<file path="config.mk">
export PLATFORM = sky130hd
export DESIGN_NAME = word_mix_string_hash64_unit
export DESIGN_NICKNAME = d
export VERILOG_FILES = /design/src/rtl/whash_pkg.sv /design/src/rtl/word_mix_string_hash64_unit.sv /design/src/rtl/whash_mul64.sv
export SDC_FILE = /design/constraint.sdc
export NUM_CORES = 2
export LEC_CHECK = 0
export ABC_AREA = 1
export CAP_MARGIN = 5
export CORE_MARGIN = 2
export CORE_UTILIZATION = 68
export CTS_BUF_LIST = sky130_fd_sc_hd__clkbuf_8
export DETAILED_ROUTE_END_ITERATION = 10
export DONT_BUFFER_PORTS = 1
export PLACE_DENSITY = 0.84
export SLEW_MARGIN = 5
export SYNTH_ARGS = -nofsm -noshare
export SYNTH_HDL_FRONTEND = slang
export SYNTH_HIERARCHICAL = 1
export SYNTH_SLANG_ARGS = --single-unit
</file>
<file path="constraint.sdc">
create_clock -name clk -period 8.8 [get_ports clk]
set_input_delay 0.44 -clock clk [delete_from_list [all_inputs] [get_ports clk]]
set_output_delay 0.44 -clock clk [all_outputs]
set_load 0.01 [all_outputs]
</file>
<file path="src/rtl/whash_pkg.sv">
// Shared constants and types for the word-mix string hash unit.
package whash_pkg;

  localparam logic [63:0] MIX_M1     = 64'h9ddfea08eb382d69;
  localparam logic [63:0] MIX_M2     = 64'hc3a5c85c97cb3127;
  localparam logic [63:0] SEED_BASIS = 64'd1469598103934665603;
  localparam logic [63:0] ROUND_MUL  = 64'hff51afd7ed558ccd;
  localparam logic [63:0] FINAL_MUL  = 64'hc4ceb9fe1a85ec53;

  localparam int unsigned ROT_LEFT   = 31;
  localparam int unsigned MIX_SHIFT  = 33;

  typedef logic [63:0] word_t;
  typedef logic [3:0]  nbytes_t;
  typedef logic [31:0] len_t;

  typedef struct packed {
    logic  start;
    word_t op_a;
    word_t op_b;
  } mul_req_t;

  typedef struct packed {
    logic  done;
    word_t prod;
  } mul_rsp_t;

endpackage

</file>
<file path="src/rtl/word_mix_string_hash64_unit.sv">
// Top level: word-mix 64-bit string hash, sequencer around one shared multiplier.
//
//   channel | direction | ports                                          | beat when
//   in      | input     | in_word, in_valid_bytes, in_total_length,      | in_valid & in_ready
//           |           | in_last                                        |
//   out     | output    | out_hash_value                                 | out_valid & out_ready
//
// A word with valid bytes takes three chained multiplies, a last word one more.
// Each multiply runs as three partial products on the one 32x32 multiplier inside
// whash_mul64. An empty last word takes only the final multiply, and an empty
// word that is not last takes none.
// Reset clears the sequencer and the running hash; the next word starts a message.
// in_ready is low while a word is in work; a finished hash waits in the output
// register, and a following message may run up to its own finish meanwhile.
module word_mix_string_hash64_unit (
  input  logic                clk,
  input  logic                rst_n,
  input  logic                in_valid,
  output logic                in_ready,
  input  whash_pkg::word_t    in_word,
  input  whash_pkg::nbytes_t  in_valid_bytes,
  input  whash_pkg::len_t     in_total_length,
  input  logic                in_last,
  output logic                out_valid,
  input  logic                out_ready,
  output whash_pkg::word_t    out_hash_value
);
  import whash_pkg::*;

  typedef enum logic [2:0] {
    S_IDLE,
    S_K1,
    S_K2,
    S_RND,
    S_FIN,
    S_OUT
  } state_t;

  state_t   state_r;
  word_t    hash_r;
  word_t    run_hash_r;
  logic     at_start_r;
  logic     last_r;
  logic     out_valid_r;
  word_t    out_hash_r;
  mul_req_t req_r;
  mul_rsp_t rsp;

  word_t    seed;
  word_t    key;
  word_t    byte_mask;
  word_t    mixed;
  word_t    rot_key;

  whash_mul64 u_mul (
    .clk   (clk),
    .rst_n (rst_n),
    .req   (req_r),
    .rsp   (rsp)
  );

  assign seed = at_start_r ? (SEED_BASIS ^ 64'(in_total_length)) : run_hash_r;

  always_comb begin
    if (in_valid_bytes >= 4'd8) begin
      byte_mask = '1;
    end else begin
      byte_mask = (64'd1 << {in_valid_bytes[2:0], 3'b000}) - 64'd1;
    end
  end

  assign key     = in_word & byte_mask;
  assign rot_key = (rsp.prod << ROT_LEFT) | (rsp.prod >> (64 - ROT_LEFT));
  assign mixed   = (hash_r ^ rsp.prod) ^ ((hash_r ^ rsp.prod) >> MIX_SHIFT);

  assign in_ready       = (state_r == S_IDLE);
  assign out_valid      = out_valid_r;
  assign out_hash_value = out_hash_r;

  always_ff @(posedge clk) begin
    if (!rst_n) begin
      state_r     <= S_IDLE;
      run_hash_r  <= '0;
      at_start_r  <= 1'b1;
      out_valid_r <= 1'b0;
      req_r.start <= 1'b0;
    end else begin
      if (out_valid_r && out_ready && state_r != S_OUT) begin
        out_valid_r <= 1'b0;
      end
      case (state_r)
        S_IDLE: begin
          if (in_valid) begin
            last_r <= in_last;
            if (in_valid_bytes != 4'd0) begin
              hash_r      <= seed;
              req_r.start <= 1'b1;
              req_r.op_a  <= key;
              req_r.op_b  <= MIX_M1;
              state_r     <= S_K1;
            end else if (in_last) begin
              hash_r      <= seed;
              req_r.start <= 1'b1;
              req_r.op_a  <= seed ^ (seed >> MIX_SHIFT);
              req_r.op_b  <= FINAL_MUL;
              state_r     <= S_FIN;
            end else begin
              req_r.start <= 1'b0;
              run_hash_r  <= seed;
              at_start_r  <= 1'b0;
            end
          end else begin
            req_r.start <= 1'b0;
          end
        end
        S_K1: begin
          if (rsp.done) begin
            req_r.start <= 1'b1;
            req_r.op_a  <= rot_key;
            req_r.op_b  <= MIX_M2;
            state_r     <= S_K2;
          end else begin
            req_r.start <= 1'b0;
          end
        end
        S_K2: begin
          if (rsp.done) begin
            req_r.start <= 1'b1;
            req_r.op_a  <= mixed;
            req_r.op_b  <= ROUND_MUL;
            state_r     <= S_RND;
          end else begin
            req_r.start <= 1'b0;
          end
        end
        S_RND: begin
          if (rsp.done) begin
            if (last_r) begin
              req_r.start <= 1'b1;
              req_r.op_a  <= rsp.prod ^ (rsp.prod >> MIX_SHIFT);
              req_r.op_b  <= FINAL_MUL;
              state_r     <= S_FIN;
            end else begin
              req_r.start <= 1'b0;
              run_hash_r  <= rsp.prod;
              at_start_r  <= 1'b0;
              state_r     <= S_IDLE;
            end
          end else begin
            req_r.start <= 1'b0;
          end
        end
        S_FIN: begin
          req_r.start <= 1'b0;
          if (rsp.done) begin
            hash_r  <= rsp.prod ^ (rsp.prod >> MIX_SHIFT);
            state_r <= S_OUT;
          end
        end
        S_OUT: begin
          req_r.start <= 1'b0;
          if (!out_valid_r || out_ready) begin
            out_valid_r <= 1'b1;
            out_hash_r  <= hash_r;
            run_hash_r  <= hash_r;
            at_start_r  <= 1'b1;
            state_r     <= S_IDLE;
          end
        end
        default: begin
          req_r.start <= 1'b0;
          state_r     <= S_IDLE;
        end
      endcase
    end
  end

endmodule

</file>
<file path="src/rtl/whash_mul64.sv">
// Iterative 64x64 multiplier, low 64 bits, from three 32x32 partial products.
module whash_mul64 (
  input  logic                clk,
  input  logic                rst_n,
  input  whash_pkg::mul_req_t req,
  output whash_pkg::mul_rsp_t rsp
);
  import whash_pkg::*;

  logic [1:0]  phase_r;
  logic        busy_r;
  logic        done_r;
  logic [31:0] mul_a;
  logic [31:0] mul_b;
  logic [63:0] part_r;
  word_t       acc_r;

  always_comb begin
    case (phase_r)
      2'd0: begin
        mul_a = req.op_a[31:0];
        mul_b = req.op_b[31:0];
      end
      2'd1: begin
        mul_a = req.op_a[31:0];
        mul_b = req.op_b[63:32];
      end
      default: begin
        mul_a = req.op_a[63:32];
        mul_b = req.op_b[31:0];
      end
    endcase
  end

  always_ff @(posedge clk) begin
    if (!rst_n) begin
      busy_r  <= 1'b0;
      done_r  <= 1'b0;
      phase_r <= 2'd0;
    end else begin
      done_r <= busy_r && !req.start && (phase_r == 2'd3);
      if (req.start) begin
        busy_r  <= 1'b1;
        phase_r <= 2'd0;
      end else if (busy_r) begin
        phase_r <= phase_r + 2'd1;
        if (phase_r == 2'd3) begin
          busy_r <= 1'b0;
        end
      end
    end
  end

  always_ff @(posedge clk) begin
    part_r <= 64'(mul_a) * 64'(mul_b);
    case (phase_r)
      2'd0:    acc_r <= acc_r;
      2'd1:    acc_r <= part_r;
      default: acc_r <= acc_r + {part_r[31:0], 32'd0};
    endcase
  end

  assign rsp.done = done_r;
  assign rsp.prod = acc_r;

endmodule

</file>
# After elaboration in Yosys (flattened, before gate mapping)
# Cells that the tools add are included.
# word_totals
regBits	459
latchBits	0
mem_bits_rw	0
rom_bits	0
inputBits	105
output_inout_bits	66
word_cells	124
n_memories	0
# op_classes
n_addsub	3
multipliers	1
n_div	0
order_cmp	1
n_eq_ne	19
shift	1
mux	54
n_bitwise	8
n_reduce_logical	22
# op_table
operator	count
two-way mux 128 bit	6
two-way mux 64 bit	12
case mux 128 bit (4 select lines)	1
case mux 64 bit (2 select lines)	2
case mux 64 bit (3 select lines)	1
bitwise XOR 64 x 31 -> 64 bit	3
two-way mux 129 bit	1
adder 64 bit	1
AND 64 bit	1
multiplier 32 x 32 -> 64 bit	1
two-way mux 32 bit	2
OR 64 x 31 -> 64 bit	1
left shift 1 x 6 -> 64 bit, first input constant	1
subtractor 64 x 1 -> 64 bit, second input constant	1
bitwise XOR 64 bit	1
NOT 15 -> 28 bit	1
two-way mux 3 bit	9
case mux 3 bit (6 select lines)	1
two-way mux 1 bit	17
AND reduction 7 bit	2
inequality test 2 bit, second input constant	6
inequality test 2 x 1 -> 1 bit, second input constant	4
AND reduction 8 bit	1
nonzero test 4 bit	2
other kinds (21)	31

# Depth between registers and ports, before layout
# depth
word_depth	7
depth_mapped	40

# By module
# Netlist, hierarchy kept.
# modules_own_cells
mod	n_inst	cells_each	area_each_um2	seq_area_each_um2
whash_mul64	1	5365	41492.3	3283.1
word_mix_string_hash64_unit	1	2031	15886.5	7617.3

# Worst setup path before layout
# OpenSTA, ideal clock, no wires.
# synth_path
kind	register to register
startpoint	register u_mul.phase_r[1]
endpoint	register u_mul.part_r[54]
setup_time_ns	0.112
arrival_time_ns	7.740
slack_ns	0.947
path_stages_with_launch	31
path_buffers	3
synth_period_minus_slack_ns	7.853
path_cell_list	dfxtp_1 > inv_1 > ha_1 > buf_4 > buf_4 > o21ai_0 > inv_1 > clkbuf_1 > nor2_1 > fa_1 > fa_1 > inv_1 > fa_1 > fa_1 > inv_1 > fa_1 > fa_1 > fa_1 > inv_1 > fa_1 > inv_1 > ha_1 > nand2_1 > nor2_1 > inv_1 > nor3_1 > nand2_1 > nor3_1 > nand2_1 > nand3_1 > nand2_1
# synth_between
elab_chain_cells	4
elab_cells_between_ends	6
classes_between	mul: 1; eq/ne: 1; mux: 2; reduce/logical: 2
# synth_rtl
item	line	source
start, declared	whash_mul64.sv:10	logic [1:0] phase_r;
start signal, assigned	whash_mul64.sv:46	phase_r <= phase_r + 2'd1;
equality test 2 x 1 -> 1 bit / zero test 2 bit (equally long branches)	whash_mul64.sv:19	case (phase_r)
OR reduction 2 bit (no line)	n/a	
two-way mux 32 bit	whash_mul64.sv:19	
multiplier 32 x 32 -> 64 bit (*)	whash_mul64.sv:55	part_r <= 64'(mul_a) * 64'(mul_b);
end signal, assigned	whash_mul64.sv:55	
end, declared	whash_mul64.sv:15	logic [63:0] part_r;
# Mark *: on every way between the ends. The rest lies on a longest branch, timed or not.
# A chain may end at the register's enable or synchronous reset.

# Final worst setup path
# layout_path
startpoint	register u_mul.phase_r[0]
endpoint	register u_mul.part_r[30]
# The elaborated chain is that of the path after synthesis.

==> results.json <==
{
  "cp.arrival_ns": 9.19,
  "dieArea_mm2": 0.0867,
  "hold_viol": 0,
  "finalClockSkew_ns": 0.0544,
  "gp_congestion": 1.05,
  "cts.clk_slew.worst_paths_ns": 0.06,
  "async_reset_ff_share_pct": 0,
  "htree_levels": 3,
  "synth_area_leaders": "fa_1, edfxtp_1, nand2_1",
  "syn_inst": 7396,
  "synth_top_flop_cell": "edfxtp_1",
  "holdCritStartpoint": "in_word[52]",
  "rows": 106,
  "first_pass_iters": 8,
  "synth_cell_types": 45,
  "critPathMaxStageDelay_ns": 0.59,
  "synth_top_area_share_pct": 31.3,
  "r2r-end": "u_mul/part_r[30]",
  "synth_edf_count": 271,
  "portBuffers": 0,
  "min_to": "req_r[116]",
  "cp_slowest_cell": "fa_1",
  "ff2ff_path_depth": 28,
  "crit_required_ns": 9.31,
  "end_kind": "flip-flop",
  "relSlewSlack_pct": 21.0,
  "post-route-util_pct": 71.9,
  "die_h_um": 294,
  "critical_path_buf_inv_count": 7,
  "worst_pin_slew_ns": 1.19,
  "hold_depth": 2,
  "setup_viol": 0,
  "clkLatencyLatePin_ns": 0.69,
  "worstHoldPathType": "primary input to flip-flop",
  "worstSetupStartpointType": "flip-flop",
  "synth_top_area_cell": "fa_1",
  "rsz0062_at_grt": "false",
  "via_per_inst": 6.08,
  "ios": 171,
  "grt_pass1_wl_um": 301000,
  "antenna_found_initial": 3,
  "initial_core_util_pct": 68.7,
  "drc": 0,
  "grt_max_degree": 97,
  "ys_seq_area_share_pct": 19.0,
  "hpwl_um": 157000,
  "crit_type": "flip-flop to flip-flop",
  "post-route-period-util_pct": 98.6,
  "regArea_mm2": 0.0109,
  "grtUsageTotal_pct": 46.8,
  "grt_pass1_vias": 50800,
  "cts_buffer_depth": 3,
  "drive_gt1_share_pct": 5.43,
  "grt-ovfl-total": 0,
  "ys_warn_count": 6,
  "numClockSinks": 409,
  "slew_viol_final": 0,
  "status": "complete, no violations",
  "crit_fanout": 20,
  "post_synth_instance_area_mm2": 0.0574,
  "r2r-start": "u_mul/phase_r[0]",
  "critical_path.top_delay_family": "adder cells",
  "ff2ff_setup_slack_ns": 0.13,
  "crit_top_cell": "fa_1",
  "tns_ns": 0,
  "cts_root_buf": "clkbuf_8",
  "fin_nets": 8636,
  "fin_crit_ns": 8.67,
  "dieWidth_um": 294,
  "drtAntennaViolNets": 0,
  "cts_tree": "yes",
  "multi_input_area_mm2": 0.0392,
  "drt-initial-drc-count": 7083,
  "syn_to_final_growth_pct": 4.73,
  "cts_made_buffers": 67,
  "fp.coreArea_mm2": 0.0836,
  "vias": 51500,
  "clock.fmax_mhz": 115,
  "fillers": 6656,
  "avgSynthCellArea_um2": 7.76,
  "wl_um": 200000,
  "synth_seq_cells": 409,
  "wl_per_cell_um": 23.6,
  "drv_cap": 0
}
kinds of logic after synthesis:
family / Yosys count / synth area share (%)
other cells: 2 / 0.0131
xor+xnor: 147 / 2.24
fa+ha+maj: 1196 / 37.8
buf+inv: 1846 / 13.0
compound gates: 465 / 4.62
flops: 409 / 19.0
simple gates: 3331 / 23.3
through the flow:
step / instances / cell area, µm² / hold WS (ns) / setup slack (ns)
global route: 8470 / 60100 / 0.00575 / 0.00325
floorplan: 7399 / 57400 / 0.443 / 0.947
global placement: 8332 / 58500 / 0.454 / 0.296
finish: 8475 / 60100 / 0.0247 / 0.127
CTS: 8468 / 60000 / 0.00202 / 0.211
detailed placement: 8332 / 58500 / 0.462 / 0.216
state kept, by name, summed over array words and instances, names as in the netlist:
name,flops
at_start_r,1
hash_r,64
last_r,1
out_hash_value,64
out_valid,1
req_r,79
run_hash_r,64
state_r,3
u_mul/acc_r,64
u_mul/busy_r,1
u_mul/done_r,1
u_mul/part_r,64
u_mul/phase_r,2
metal layers:
metal	up-vias	global-route usage (%)	wire length, µm
met2	4074	67.2	83600
li1	22000	-	-
met1	24400	63.1	71400
met3	1057	14.1	30200
met4	2	27.4	14700
met5	-	0	17
layout make-up:
type	count	area share, %
Antenna cell	5	0.0208
Clock buffer	76	1.74
Clock inverter	48	0.568
Inverter	1535	9.62
Multi-Input combinational cell	5144	65.2
Sequential cell	409	18.1
Tap cell	1080	2.25
Timing Repair Buffer	178	2.42
worst max path at each step:
stage / start / end / slack (ns) / cells past startpoint
CTS: u_mul/phase_r[0] / u_mul/part_r[21] / 0.21 / 31
floorplan: u_mul/phase_r[1] / u_mul/part_r[54] / 0.95 / 30
global route: u_mul/phase_r[0] / u_mul/part_r[48] / 0.003 / 31
global placement: u_mul/phase_r[0] / u_mul/part_r[21] / 0.30 / 28
detailed placement: u_mul/phase_r[0] / u_mul/part_r[21] / 0.22 / 28
finish: u_mul/phase_r[0] / u_mul/part_r[30] / 0.13 / 28
timing repair:
item                       in CTS  in global routing
setup endpoints to repair       0                 23
hold endpoints to repair       82                  0
hold buffers                   12                  0
gates resized for setup         0                 10
buffers inserted                0                  2
cell usage after synthesis, types with 10 or more instances:
library cell and n:
dfxtp_1 138, inv_1 1487, o21ai_2 24, edfxtp_1 271, fa_1 897, a22oi_1 18
buf_4 41, o21ai_1 29, o211ai_1 14, o21ai_0 158, nand2_1 1872, ha_1 299
nand4_1 125, inv_2 41, o21ai_4 10, nand3_1 256, xor2_1 83, buf_2 149
nor2_1 978, buf_6 21, buf_1 20, xnor2_1 64, or2_2 18, a21oi_1 195
o21bai_1 11, clkbuf_1 80, or2_1 27, nor3_1 30
cells in the final DEF (no fill, tap or decap), drive strengths merged:
master,instances
and3,1
clkinvlp,4
inv,1549
and2,1
clkinv,26
fa,897
o21ai,221
o211ai,14
clkbuf,76
a211oi,3
nand4,125
diode,5
nor2,983
xnor2,64
o21a,2
or2,47
dfxtp,138
edfxtp,271
buf,167
nor3,30
conb,5
dlygate4sd3,11
bufinv,4
a21oi,195
nand3,258
a21boi,1
nor4,3
nand2,1875
o21bai,11
ha,299
nand3b,8
a22oi,18
xor2,83
Power is not shown: default switching activity piles up to over one toggle a cycle in this logic, so the estimate is an artifact.
